==> config.mk <==
export PLATFORM = sky130hd
export DESIGN_NAME = sdcsc_mul
export DESIGN_NICKNAME = d
export VERILOG_FILES = /design/src/rtl/stereo_dc_block_soft_clip_assert.svh /design/src/rtl/sdcsc_pkg.sv /design/src/rtl/sdcsc_mul.sv
export SDC_FILE = /design/constraint.sdc
export NUM_CORES = 2
export LEC_CHECK = 0
export BUFFER_PORTS_ARGS = -buffer_cell sky130_fd_sc_hd__buf_2
export CORE_ASPECT_RATIO = 1.25
export CORE_MARGIN = 4
export CORE_UTILIZATION = 29
export DETAILED_ROUTE_END_ITERATION = 6
export MAX_ROUTING_LAYER = met4
export PLACE_DENSITY = 0.56
export SYNTH_ARGS = -nofsm -noshare
export SYNTH_HDL_FRONTEND = slang
export SYNTH_SLANG_ARGS = --single-unit
==> constraint.sdc <==
create_clock -name clk -period 20.7 [get_ports clk]
set_clock_uncertainty 0.1 [all_clocks]
set_input_delay 6.21 -clock clk [delete_from_list [all_inputs] [get_ports clk]]
set_output_delay 6.21 -clock clk [all_outputs]
set_load 0.01 [all_outputs]
==> src/rtl/stereo_dc_block_soft_clip_assert.svh <==
// ----------------------------------------------------------------------------
// stereo_dc_block_soft_clip_assert.svh
// assertion macros shared by the stereo master bus rtl
// ----------------------------------------------------------------------------
`ifndef STEREO_DC_BLOCK_SOFT_CLIP_ASSERT_SVH
`define STEREO_DC_BLOCK_SOFT_CLIP_ASSERT_SVH

// same-cycle implication, sampled on clk, off while rst_n is low
`define SDCSC_ASSERT_NOW(name, ante, cons, msg) \
    name: assert property (@(posedge clk) disable iff (!rst_n) (ante) |-> (cons)) \
        else $error(msg);

// next-cycle implication, sampled on clk, off while rst_n is low
`define SDCSC_ASSERT_NEXT(name, ante, cons, msg) \
    name: assert property (@(posedge clk) disable iff (!rst_n) (ante) |=> (cons)) \
        else $error(msg);

`endif

==> src/rtl/sdcsc_pkg.sv <==
// ----------------------------------------------------------------------------
// sdcsc_pkg
// types, constants and the tanh table builder for the stereo master bus
// ----------------------------------------------------------------------------
package sdcsc_pkg;

    localparam int CHANNEL_COUNT    = 2;
    localparam int TANH_TABLE_DEPTH = 1024;
    localparam int IO_CHANNELS      = 2;

    // only the first min(CHANNEL_COUNT, IO_CHANNELS) channels are processed
    localparam int PROC_CH = (CHANNEL_COUNT < IO_CHANNELS) ? CHANNEL_COUNT : IO_CHANNELS;
    localparam int CH_W    = (PROC_CH > 1) ? $clog2(PROC_CH) : 1;

    localparam int X_W    = 24;
    localparam int Y_W    = 28;
    localparam int SUM_W  = 30;
    localparam int GAIN_W = 16;
    localparam int OUT_W  = 16;

    localparam int MUL_A_W = 44;
    localparam int MUL_B_W = 16;
    localparam int MUL_P_W = MUL_A_W + MUL_B_W;

    localparam int ROM_AW = $clog2(TANH_TABLE_DEPTH + 1);
    localparam int IDX_W  = MUL_P_W - 34;
    localparam int FRAC_W = 16;

    localparam logic [MUL_B_W-1:0] DCB_R_Q16 = 16'd65208;
    localparam logic [MUL_B_W-1:0] DEPTH_MUL = MUL_B_W'(TANH_TABLE_DEPTH);
    localparam logic [OUT_W-1:0]   OUT_MAX   = 16'd32767;

    localparam int CFG_IDX_W  = 8;
    localparam int CFG_DATA_W = 16;

    localparam logic [CFG_IDX_W-1:0] CFG_MUTE_IDX = 8'd0;
    localparam logic [CFG_IDX_W-1:0] CFG_GAIN_IDX = 8'd1;

    localparam logic [GAIN_W-1:0] GAIN_RESET = 16'd4096;

    typedef struct packed {
        logic              mute;
        logic [GAIN_W-1:0] master_gain;
    } cfg_t;

    typedef enum logic [3:0] {
        S_IDLE,
        S_RMUL,
        S_FILT,
        S_GMUL,
        S_DMUL,
        S_ADDR,
        S_HI,
        S_IMUL,
        S_INTP,
        S_WAIT
    } state_t;

    typedef logic [OUT_W-1:0] tanh_rom_t [0:TANH_TABLE_DEPTH];

    localparam logic [63:0] ONE_Q30 = 64'd1 << 30;

    // restoring long division, used only while building the table
    function automatic logic [63:0] udiv64(input logic [63:0] n, input logic [63:0] d);
        logic [63:0] q;
        logic [63:0] r;
        q = '0;
        r = '0;
        for (int b = 63; b >= 0; b--)
        begin
            r = {r[62:0], n[b]};
            if (r >= d)
            begin
                r = r - d;
                q[b] = 1'b1;
            end
        end
        return q;
    endfunction

    // exp(-f) in q30 for 0 <= f <= 1.0, taylor series
    function automatic logic [63:0] exp_neg_q30(input logic [63:0] f);
        logic signed [63:0] sum;
        logic [63:0]        term;
        sum  = $signed(ONE_Q30);
        term = ONE_Q30;
        for (int k = 1; k <= 24; k++)
        begin
            term = udiv64((term * f) >> 30, 64'(k));
            if (k % 2 == 1)
                sum = sum - $signed(term);
            else
                sum = sum + $signed(term);
        end
        if (sum < 0)
            sum = '0;
        return $unsigned(sum);
    endfunction

    // tanh(8*i/depth) in q1.15, monotone, capped at 32767
    function automatic tanh_rom_t build_tanh_rom();
        tanh_rom_t   tab;
        logic [63:0] e1;
        logic [63:0] a;
        logic [63:0] n;
        logic [63:0] t;
        logic [63:0] den;
        logic [63:0] v;
        e1 = exp_neg_q30(ONE_Q30);
        for (int i = 0; i <= TANH_TABLE_DEPTH; i++)
        begin
            a = (64'(i) << 34) / TANH_TABLE_DEPTH;
            n = a >> 30;
            t = exp_neg_q30(a & (ONE_Q30 - 64'd1));
            // whole part of 2x runs up to 16 at the top of the table
            for (int j = 0; j < 16; j++)
            begin
                if (64'(j) < n)
                    t = (t * e1) >> 30;
            end
            if (t > ONE_Q30)
                t = ONE_Q30;
            den = ONE_Q30 + t;
            v = udiv64(((ONE_Q30 - t) << 15) + (den >> 1), den);
            if (v > 64'd32767)
                v = 64'd32767;
            if (i > 0 && v < 64'(tab[i-1]))
                v = 64'(tab[i-1]);
            tab[i] = v[OUT_W-1:0];
        end
        return tab;
    endfunction

endpackage

==> src/rtl/sdcsc_mul.sv <==
// ----------------------------------------------------------------------------
// sdcsc_mul
// shared unsigned 44x16 multiplier with a registered product
// ----------------------------------------------------------------------------
module sdcsc_mul
    import sdcsc_pkg::*;
(
    input  logic               clk,
    input  logic [MUL_A_W-1:0] a,
    input  logic [MUL_B_W-1:0] b,
    output logic [MUL_P_W-1:0] prod
);

    logic [MUL_P_W-1:0] prod_reg;
    logic [MUL_P_W-1:0] prod_next;

    assign prod_next = {{MUL_B_W{1'b0}}, a} * {{MUL_A_W{1'b0}}, b};
    assign prod      = prod_reg;

    always_ff @(posedge clk)
    begin
        prod_reg <= prod_next;
    end

endmodule

# Yosys cells after proc, flatten, opt, wreduce, memory -nomap -nowiden
# Cells that the tools add are included.
dict set report word_totals {
  reg_bits 60
}
dict set report classes {
  multipliers 1
}
# operator count
set op_table {}
lappend op_table {{$mul 44x16->60} 1}

# Depth between registers and ports, before layout
dict set report logic_depth {
  depth_word 1
  depth_mapped 26
  ltp_nobuf 23
}

# Worst setup path before layout
# Ideal clock, no wire load.
dict set report synth_timing {
  path_kind {input -> register}
  startpoint {input port b[1]}
  endpoint {register prod_reg[58] (netlist: prod[58])}
  setup_time_ns 0.072
  t_arrival_ns 12.295
  t_required_ns 20.528
  slack_ns 8.233
  path_stages 25
  path_cell_list {clkbuf_1 > clkbuf_1 > nand2_1 > fa_1 > inv_1 > fa_1 > inv_1 > fa_1 > inv_1 > fa_1 > fa_1 > inv_1 > fa_1 > inv_1 > ha_1 > buf_6 > a21o_1 > a21o_1 > a221o_1 > a2111oi_4 > o221ai_2 > a221oi_2 > nor2_1 > a31oi_1 > xnor2_1}
}
dict set report synth_between {
  elab_chain_len 1
}
# item line_no
set synth_rtl {}
lappend synth_rtl {{start, declared} sdcsc_mul.sv:10} ;# input logic [MUL_B_W-1:0] b,
lappend synth_rtl {{$mul 44x16->60} sdcsc_mul.sv:17} ;# assign prod_next = {{MUL_B_W{1'b0}}, a} * {{MUL_A_W{1'b0}}, b};
lappend synth_rtl {{net prod_next[58]} sdcsc_mul.sv:15} ;# logic [MUL_P_W-1:0] prod_next;
lappend synth_rtl {{end signal, assigned} sdcsc_mul.sv:22} ;# prod_reg <= prod_next;
lappend synth_rtl {{end, declared} sdcsc_mul.sv:14} ;# logic [MUL_P_W-1:0] prod_reg;
# The timed path passes the listed nets, and every way through them passes these cells.

# Final worst setup path
dict set report layout_timing {
  startpoint {input port b[10]}
  endpoint {register prod_reg[56] (netlist: prod[56])}
}
# The elaborated chain is that of the path after synthesis.

==> qor.yml <==
outcome:
  outcome: "finished, final reports clean"
floorplanning:
  initial_core_util: 0.293
  die_x_um: 261
  core_region_area_mm2: 0.0790
  core.rowCount: 115
  die_h_um: 324
  die_area_mm2: 0.0845
  pin_count: 121
drt:
  wirelength_um: 68600
  routedWlPerCell_um: 18.6
  num_vias: 17400
  ant_nets: 0
  viasPerCell: 4.71
  drc: 0
  dr.pass1.iters: 6
  drtIter0Drc: 721
place:
  portBuffers: 120
  place_congestion: 0.870
  dp_slack_ns: 7.45
  hpwl_um: 53000
worst_setup_path:
  slowest_delay_ns: 0.87
  crit_chain: "buf_2 -> nand2_1 -> fa_1 -> fa_1 -> fa_1 -> fa_1 -> fa_1 -> fa_1 -> inv_1 -> ha_1 -> and3_1 -> and2_0 -> a221oi_1 -> o2111ai_1 -> a31oi_1 -> o211ai_1 -> a21oi_1 -> o21ai_0 -> xor2_1"
  cp_top_family: "adder cells"
  start_kind: "input port"
  path_class: "in2reg"
  path_depth: 19
  path_buf_inv: 2
  cp.required_ns: 20.82
  worstSetupEndpointType: "flip-flop"
  worst-path-max-fanout: 44
  critPathSlowestCell: "buf_2"
  cpMostUsedCell: "fa_1"
  crit_arrival_ns: 13.08
sta:
  relSlewSlack: 0.212
  drv_slew: 0
  min_period_ns: 12.96
  tns_ns: 0
  rsz0062_at_grt: "no"
  post-route-period-util: 0.626
  setup_slack_ns: 7.74
  clock.fmax_mhz: 77.2
  hold_slack_ns: 6.21
  setup_viol: 0
  final-hold-violation-count: 0
  tightestPinTransition_ns: 1.18
synthesis:
  synthDistinctLibCells: 55
  ys.flop_type: "dfxtp_1"
  syn_inst: 2645
  seq_area_frac_synth: 0.0519
  syn-num-nets: 3424
  yosys_register_bits: 60
  synth_edf_count: 0
  syn_avg_cell_area_um2: 8.76
  syn_area_mm2: 0.0232
  synth_async_sr_flop_share: 0
  yosysWarnings: 0
cts:
  path_clk_slew_ns: 0.05
  cts-root-buf: "clkbuf_16"
  cts.sinks: 60
  cts_resized: 0
  clk_path_buf_depth: 2
  htree_levels: 3
  cts_tree: "yes"
  cts_setup_buffers: 0
  postCtsHoldBufs: 0
  cts_buffers: 9
cells_and_area:
  largest_reg_flops: 60
  multi_input_area_mm2: 0.0191
  fill_cells: 8376
  area_growth_pct: 7.52
  seqCellArea_mm2: 0.00120
  drive_gt1_frac: 0.0552
  layout.nets: 3419
grt:
  grt_overflow: 0
  grt_pass1_vias: 18900
  grt_pass1_wl_um: 108000
  antenna_found_initial: 2
  grt_max_degree: 45
  globalRouteTotalUtil: 0.170
min_path:
  min_path_cells: 2
  hold_class: "in2reg"
flow_run:
  cap_viol_max_count: 0
## through the flow
stage | cells | instance area, um2 | utilization
floorplan | 2645 | 23200 | -
global placement | 3682 | 24600 | 0.311
detailed placement | 3682 | 24600 | 0.311
CTS | 3696 | 24900 | 0.315
global route | 3697 | 24900 | 0.315
finish | 3698 | 24900 | 0.315
## logic make-up after synthesis
| family | share of synthesized area |
|---|---|
| AO/OA/AOI/OAI | 0.0572 |
| multiplexers | 0.000864 |
| flip-flops | 0.0519 |
| AND/OR/NAND/NOR | 0.167 |
| adder cells (fa/ha/maj) | 0.578 |
| buffers and inverters | 0.125 |
| XOR/XNOR | 0.0208 |
## layer usage
| metal | GRT usage | wire length [um] | up-vias |
|---|---|---|---|
| met3 | 0.0180 | 2890 | 139 |
| li1 | - | - | 7657 |
| met5 | - | 0 | - |
| met2 | 0.321 | 38100 | 487 |
| met1 | 0.184 | 24900 | 9123 |
| met4 | 0.0625 | 2760 | 0 |
## path summary, 6_finish.rpt
check,start,end,slack (ns)
setup / recovery,b[10],prod[56],7.74
hold / removal,a[0],prod[0],6.21
## synth_stat cells (20+ instances only)
cell type,count,area [um2]
a21o_1,32,240
a21oi_1,66,330
and2_1,234,1460
clkbuf_1,141,529
dfxtp_1,60,1200
fa_1,586,11700
ha_1,132,1650
inv_1,625,2350
nand2_1,514,1930
nand4_1,20,125
nor2_1,42,158
o21ai_0,33,165
xnor2_1,36,315
## layout make-up
type / count / share of cell area
Antenna cell: 2 / 0.000201
Clock buffer: 10 / 0.00960
Clock inverter: 4 / 0.00301
Inverter: 625 / 0.0942
Multi-Input combinational cell: 1818 / 0.766
Sequential cell: 60 / 0.0482
Tap cell: 1053 / 0.0529
Timing Repair Buffer: 126 / 0.0259
## cells in the final DEF (no fill, tap or decap), drive strengths merged, types with 3 or more instances in the layout
| master | count |
|---|---|
| a31oi | 8 |
| xnor2 | 36 |
| clkbuf | 10 |
| nor3 | 6 |
| a221oi | 5 |
| nand2 | 514 |
| a21boi | 3 |
| and3 | 5 |
| o21a | 10 |
| inv | 625 |
| o21bai | 13 |
| dfxtp | 60 |
| xor2 | 19 |
| buf | 126 |
| and2 | 235 |
| fa | 586 |
| a21oi | 66 |
| o211ai | 6 |
| nand3 | 10 |
| or3 | 3 |
| o2111ai | 3 |
| nor2 | 42 |
| a211oi | 4 |
| a21o | 32 |
| ha | 132 |
| nand4 | 20 |
| o21ai | 35 |
Power is not shown: default switching activity piles up to over one toggle a cycle in this logic, so the estimate is an artifact.
