<file path="config.mk">
export PLATFORM = sky130hd
export DESIGN_NAME = sdcsc_cfg_regs_flat
export DESIGN_NICKNAME = d
export VERILOG_FILES = /design/src/rtl/stereo_dc_block_soft_clip_assert.svh /design/src/rtl/sdcsc_pkg.sv /design/src/rtl/sdcsc_if.sv /design/src/rtl/sdcsc_cfg_regs.sv /design/src/flat_wrapper.sv
export SDC_FILE = /design/constraint.sdc
export NUM_CORES = 1
export LEC_CHECK = 0
export ABC_AREA = 1
export CAP_MARGIN = 20
export CELL_PAD_IN_SITES_DETAIL_PLACEMENT = 2
export CELL_PAD_IN_SITES_GLOBAL_PLACEMENT = 2
export CORE_MARGIN = 3
export CORE_UTILIZATION = 34
export DETAILED_ROUTE_END_ITERATION = 8
export DONT_BUFFER_PORTS = 1
export PLACE_DENSITY = 0.9
export SETUP_SLACK_MARGIN = 0.5
export SYNTH_ARGS = -nofsm -noshare
export SYNTH_HDL_FRONTEND = slang
export SYNTH_SLANG_ARGS = --single-unit
</file>
<file path="constraint.sdc">
create_clock -name clk -period 2 [get_ports clk]
set_input_delay 0.1 -clock clk [delete_from_list [all_inputs] [get_ports clk]]
set_output_delay 0.1 -clock clk [all_outputs]
set_load 0.05 [all_outputs]
</file>
<file path="src/rtl/stereo_dc_block_soft_clip_assert.svh">
// ----------------------------------------------------------------------------
// stereo_dc_block_soft_clip_assert.svh
// assertion macros shared by the stereo master bus rtl
// ----------------------------------------------------------------------------
`ifndef STEREO_DC_BLOCK_SOFT_CLIP_ASSERT_SVH
`define STEREO_DC_BLOCK_SOFT_CLIP_ASSERT_SVH

// same-cycle implication, sampled on clk, off while rst_n is low
`define SDCSC_ASSERT_NOW(name, ante, cons, msg) \
    name: assert property (@(posedge clk) disable iff (!rst_n) (ante) |-> (cons)) \
        else $error(msg);

// next-cycle implication, sampled on clk, off while rst_n is low
`define SDCSC_ASSERT_NEXT(name, ante, cons, msg) \
    name: assert property (@(posedge clk) disable iff (!rst_n) (ante) |=> (cons)) \
        else $error(msg);

`endif

</file>
<file path="src/rtl/sdcsc_pkg.sv">
// ----------------------------------------------------------------------------
// sdcsc_pkg
// types, constants and the tanh table builder for the stereo master bus
// ----------------------------------------------------------------------------
package sdcsc_pkg;

    localparam int CHANNEL_COUNT    = 2;
    localparam int TANH_TABLE_DEPTH = 1024;
    localparam int IO_CHANNELS      = 2;

    // only the first min(CHANNEL_COUNT, IO_CHANNELS) channels are processed
    localparam int PROC_CH = (CHANNEL_COUNT < IO_CHANNELS) ? CHANNEL_COUNT : IO_CHANNELS;
    localparam int CH_W    = (PROC_CH > 1) ? $clog2(PROC_CH) : 1;

    localparam int X_W    = 24;
    localparam int Y_W    = 28;
    localparam int SUM_W  = 30;
    localparam int GAIN_W = 16;
    localparam int OUT_W  = 16;

    localparam int MUL_A_W = 44;
    localparam int MUL_B_W = 16;
    localparam int MUL_P_W = MUL_A_W + MUL_B_W;

    localparam int ROM_AW = $clog2(TANH_TABLE_DEPTH + 1);
    localparam int IDX_W  = MUL_P_W - 34;
    localparam int FRAC_W = 16;

    localparam logic [MUL_B_W-1:0] DCB_R_Q16 = 16'd65208;
    localparam logic [MUL_B_W-1:0] DEPTH_MUL = MUL_B_W'(TANH_TABLE_DEPTH);
    localparam logic [OUT_W-1:0]   OUT_MAX   = 16'd32767;

    localparam int CFG_IDX_W  = 8;
    localparam int CFG_DATA_W = 16;

    localparam logic [CFG_IDX_W-1:0] CFG_MUTE_IDX = 8'd0;
    localparam logic [CFG_IDX_W-1:0] CFG_GAIN_IDX = 8'd1;

    localparam logic [GAIN_W-1:0] GAIN_RESET = 16'd4096;

    typedef struct packed {
        logic              mute;
        logic [GAIN_W-1:0] master_gain;
    } cfg_t;

    typedef enum logic [3:0] {
        S_IDLE,
        S_RMUL,
        S_FILT,
        S_GMUL,
        S_DMUL,
        S_ADDR,
        S_HI,
        S_IMUL,
        S_INTP,
        S_WAIT
    } state_t;

    typedef logic [OUT_W-1:0] tanh_rom_t [0:TANH_TABLE_DEPTH];

    localparam logic [63:0] ONE_Q30 = 64'd1 << 30;

    // restoring long division, used only while building the table
    function automatic logic [63:0] udiv64(input logic [63:0] n, input logic [63:0] d);
        logic [63:0] q;
        logic [63:0] r;
        q = '0;
        r = '0;
        for (int b = 63; b >= 0; b--)
        begin
            r = {r[62:0], n[b]};
            if (r >= d)
            begin
                r = r - d;
                q[b] = 1'b1;
            end
        end
        return q;
    endfunction

    // exp(-f) in q30 for 0 <= f <= 1.0, taylor series
    function automatic logic [63:0] exp_neg_q30(input logic [63:0] f);
        logic signed [63:0] sum;
        logic [63:0]        term;
        sum  = $signed(ONE_Q30);
        term = ONE_Q30;
        for (int k = 1; k <= 24; k++)
        begin
            term = udiv64((term * f) >> 30, 64'(k));
            if (k % 2 == 1)
                sum = sum - $signed(term);
            else
                sum = sum + $signed(term);
        end
        if (sum < 0)
            sum = '0;
        return $unsigned(sum);
    endfunction

    // tanh(8*i/depth) in q1.15, monotone, capped at 32767
    function automatic tanh_rom_t build_tanh_rom();
        tanh_rom_t   tab;
        logic [63:0] e1;
        logic [63:0] a;
        logic [63:0] n;
        logic [63:0] t;
        logic [63:0] den;
        logic [63:0] v;
        e1 = exp_neg_q30(ONE_Q30);
        for (int i = 0; i <= TANH_TABLE_DEPTH; i++)
        begin
            a = (64'(i) << 34) / TANH_TABLE_DEPTH;
            n = a >> 30;
            t = exp_neg_q30(a & (ONE_Q30 - 64'd1));
            // whole part of 2x runs up to 16 at the top of the table
            for (int j = 0; j < 16; j++)
            begin
                if (64'(j) < n)
                    t = (t * e1) >> 30;
            end
            if (t > ONE_Q30)
                t = ONE_Q30;
            den = ONE_Q30 + t;
            v = udiv64(((ONE_Q30 - t) << 15) + (den >> 1), den);
            if (v > 64'd32767)
                v = 64'd32767;
            if (i > 0 && v < 64'(tab[i-1]))
                v = 64'(tab[i-1]);
            tab[i] = v[OUT_W-1:0];
        end
        return tab;
    endfunction

endpackage

</file>
<file path="src/rtl/sdcsc_if.sv">


interface sdcsc_cfg_if
    import sdcsc_pkg::*;
();
    logic                  valid;
    logic                  ready;
    logic [CFG_IDX_W-1:0]  index;
    logic [CFG_DATA_W-1:0] data;

    modport source (output valid, output index, output data, input ready);
    modport sink   (input valid, input index, input data, output ready);
endinterface

</file>
<file path="src/rtl/sdcsc_cfg_regs.sv">
// ----------------------------------------------------------------------------
// sdcsc_cfg_regs
// mute and master gain registers behind the config write channel
// ----------------------------------------------------------------------------
module sdcsc_cfg_regs
    import sdcsc_pkg::*;
(
    input  logic        clk,
    input  logic        rst_n,
    sdcsc_cfg_if.sink   cfg,
    output cfg_t        regs
);

    cfg_t regs_reg;
    cfg_t regs_next;

    assign cfg.ready = 1'b1;
    assign regs      = regs_reg;

    // unknown indexes are dropped
    always_comb
    begin
        regs_next = regs_reg;
        if (cfg.valid)
        begin
            case (cfg.index)
                CFG_MUTE_IDX: regs_next.mute        = cfg.data[0];
                CFG_GAIN_IDX: regs_next.master_gain = cfg.data[GAIN_W-1:0];
                default:      regs_next             = regs_reg;
            endcase
        end
    end

    always_ff @(posedge clk or negedge rst_n)
    begin
        if (!rst_n)
        begin
            regs_reg.mute        <= 1'b0;
            regs_reg.master_gain <= GAIN_RESET;
        end
        else
        begin
            regs_reg <= regs_next;
        end
    end

endmodule

</file>
<file path="src/flat_wrapper.sv">
// flat-port wrapper written by rule: the top's interface ports become plain ports
module sdcsc_cfg_regs_flat import sdcsc_pkg::*;
  (clk, rst_n, regs, cfg_valid, cfg_index, cfg_data, cfg_ready);
  sdcsc_cfg_if cfg_i ();
  input  logic clk;
  input  logic rst_n;
  output cfg_t regs;
  input wire logic [$bits(cfg_i.valid)-1:0] cfg_valid;
  input wire logic [$bits(cfg_i.index)-1:0] cfg_index;
  input wire logic [$bits(cfg_i.data)-1:0] cfg_data;
  output wire logic [$bits(cfg_i.ready)-1:0] cfg_ready;
  assign cfg_i.valid = cfg_valid;
  assign cfg_i.index = cfg_index;
  assign cfg_i.data = cfg_data;
  assign cfg_ready = cfg_i.ready;
  sdcsc_cfg_regs u_core (.clk(clk), .rst_n(rst_n), .cfg(cfg_i), .regs(regs));
endmodule
</file>
# Word level (Yosys, flattened, before mapping)
# Index checks and enable logic that the tools add are counted.
[op_classes]
n_reduce_logical = 3
n_eq_ne = 1
[op_table]
columns = ["cell", "count"]
rows = [
  ["$eq 8x1->1 const B", 1],
  ["$logic_not 8->1", 1],
  ["$reduce_and 2->1", 2],
]
[totals]
output_inout_bits = 18
wordCells = 6
ff_bits = 17
in_bits = 27

# Longest topological paths before layout
[depth]
ltp_word = 2
depth_mapped = 7

# Worst setup path before layout
# No wires, ideal clock.
[synth_path]
path_kind = "register to register"
from = "reg u_core.regs[12] (netlist name)"
to = "reg u_core.regs_reg (netlist bit u_core.regs[12])"
required_ps = 1939
setup_ps = 61
path_stages_with_launch = 3
arrival_time_ps = 801
setup_slack_ps = 1138
path_cell_list = "dfstp_2 -> nand2_1 -> nand2_1"
[synth_rtl]
columns = ["item", "line", "source"]
rows = [
  ["to (signal assigned)", "sdcsc_cfg_regs.sv:43", "regs_reg <= regs_next;"],
  ["to (decl)", "sdcsc_cfg_regs.sv:14", "cfg_t regs_reg;"],
]

# Worst setup path in the final report
[layout_path]
from = "reg u_core.regs_reg (netlist bit u_core.regs[12])"
to = "out regs[12] in the netlist's numbering"
[layout_rtl]
columns = ["item", "line", "source"]
rows = [
  ["to (decl)", "flat_wrapper.sv:7", "output cfg_t regs;"],
]
# No word-level cell between the ends.

==> metrics <==
routed length on met2 1460 um; Syn Nets about 120; Worst Path Arrival 1.00 ns; sequential element share of the synthesized area 0.536; commonest non-fill, non-tap cells in the layout nand2_1, nand3_1, dlygate4sd3_1, dfrtp_1; Worst Path Required around 1.9 ns; post-cts resize count 0; worst setup path end regs[12]; first-pass GRT wire length approximately 3800 um; # hold bufs at CTS 17; routed vias 697; DIE HEIGHT roughly 54 um; Worst R2R End u_core.regs[4]; largest net degree at the start of global routing 20; clk_lat worst skew approximately 0.29 ns; most common cell after layout, fill and taps aside nand2_1; drt first-iter violations 2; synthesized area per cell slightly below 9 um^2; Post-Syn Area between 700 and 800 um^2; reg-to-reg critical path startpoint u_core.regs[4]; clk slew on worst S/H paths ~0.09 ns; Core Area 2080 um^2; Relative slew margins 0.487; num ports 45; Setup Buffers After CTS 0; Max Root-Sink Buffers 2; Pre-antenna DRT Iters 3; Tmin final between 1 and 1.5 ns; Levels on crit path 0; pwr dens between 700 and 800 nW/um^2; die footprint 2960 um^2; Layout Nets 137; CP Launch Point u_core.regs[12]; maximum clock rate ~910 MHz; antenna violations before repair 0; final setup violating endpoints 0; Area after DPL 788 um^2; Worst-Margin Slew about 0.77 ns; final core occ 0.473; crit-path max FO 2; clk root buf clkbuf_4; Layout area overhead 23.7%; # DRC 0; CTS Sinks 17; Starting Density 0.382; Setup TNS 0 ns; met1 WL 839 um; ratio of final minimum period to clock period 0.548; final hold vios 0; post-route ant nets 0; Final Instance Area slightly below 1000 um^2; WS Path Type reg2out; Clock Skew 0 ns; routed wl met3 approximately 190 um; outcome finished, final reports clean; RSZ-0062 raised after global routing false; Largest register FFs 17; synth warn 0; CTS buffer count 3; top sig layer met4; ANT cells 0; Critical Path Sink Type primary output; Yosys cell types 14; layout cell share with drive strength beyond 1 0.110; final wirelength between 2000 and 3000 um; Final Wtd Congestion around 0.63; DR WL/cell ~18 um; Max-Cap Viols 0; Die W 54.4 um; VDD IR max roughly 0.47 mV; half-perimeter wire length after placement 1600 um; drt via density between 5 and 6; IO Port Bufs 0; flop-to-flop setup slack 1.04 ns; Max Slew Vio Count 0; hold crit path type in2reg; gr usage total 0.188; #FFs+latches synth 17; leak pwr between 0.5 and 0.6 nW; total grt overflow 0; htree depth 1; CP Launch Type register; number of global-route vias before repair 794; Row Count 16; cells after synthesis a little over 90; TritonCTS clock tree built; FF-to-FF path depth 2
==> metal layers <==
| layer | up-vias | track usage |
|---|---|---|
| li1 | 321 | - |
| met1 | 342 | 0.179 |
| met2 | 32 | 0.371 |
| met3 | 2 | 0.0763 |
| met4 | 0 | 0.0373 |
| met5 | - | 0 |
==> logic make-up (layout without fill, tap and decap cells) <==
family,Yosys count,count (layout),synth area share
other,1,1,0.00471
and+or+nand+nor,65,65,0.384
buffers and inverters,9,26,0.0755
DFF,17,17,0.536
==> worst min path at each step <==
stage	startpoint	endpoint	slack [ns]	cells after the start
4_1_cts	cfg_index[1]	u_core.regs[12]	0.04	3
5_1_grt	cfg_index[1]	u_core.regs[8]	0.05	3
3_5_place_dp	rst_n	u_core.regs[7]	-0.20	0
3_3_place_gp	rst_n	u_core.regs[1]	-0.20	0
2_1_floorplan	rst_n	u_core.regs[0]	-0.20	0
6_report	cfg_index[1]	u_core.regs[12]	0.05	3
==> cell usage after synthesis (all sizes together) <==
| master | number | share of area |
|---|---|---|
| dfstp | 1 | 0.033 |
| buf | 4 | 0.052 |
| nand3 | 19 | 0.14 |
| nor2 | 8 | 0.063 |
| inv | 5 | 0.024 |
| dfrtp | 16 | 0.50 |
| conb | 1 | 0.0047 |
| nand2 | 38 | 0.19 |
==> through the flow <==
stage / hold slack, ns / total power [mW] / cells / setup WS, ns
6_report: 0.0532 / 0.691 / 136 / 0.903
5_1_grt: 0.0505 / 0.737 / 136 / 0.869
4_1_cts: 0.0365 / 0.691 / 136 / 0.900
3_5_place_dp: -0.195 / 0.477 / 115 / 0.900
3_3_place_gp: -0.195 / 0.473 / 115 / 0.964
2_1_floorplan: -0.196 / 0.469 / 92 / 1.14
==> power breakdown <==
part | switching [mW] | internal, mW
Clock | 0.107 | 0.0776
Combinational | 0.0423 | 0.0329
Sequential | 0.0723 | 0.360
==> area by class of cell <==
cell class / instances / area, um^2
Multi-Input combinational cell: 66 / 309
Timing Repair Buffer: 17 / 170
Clock buffer: 4 / 26.3
Inverter: 5 / 18.8
Fill cell: 251 / 1100
Tap cell: 27 / 33.8
Sequential cell: 17 / 427
Note: power is estimated with default switching activity, not from simulation.
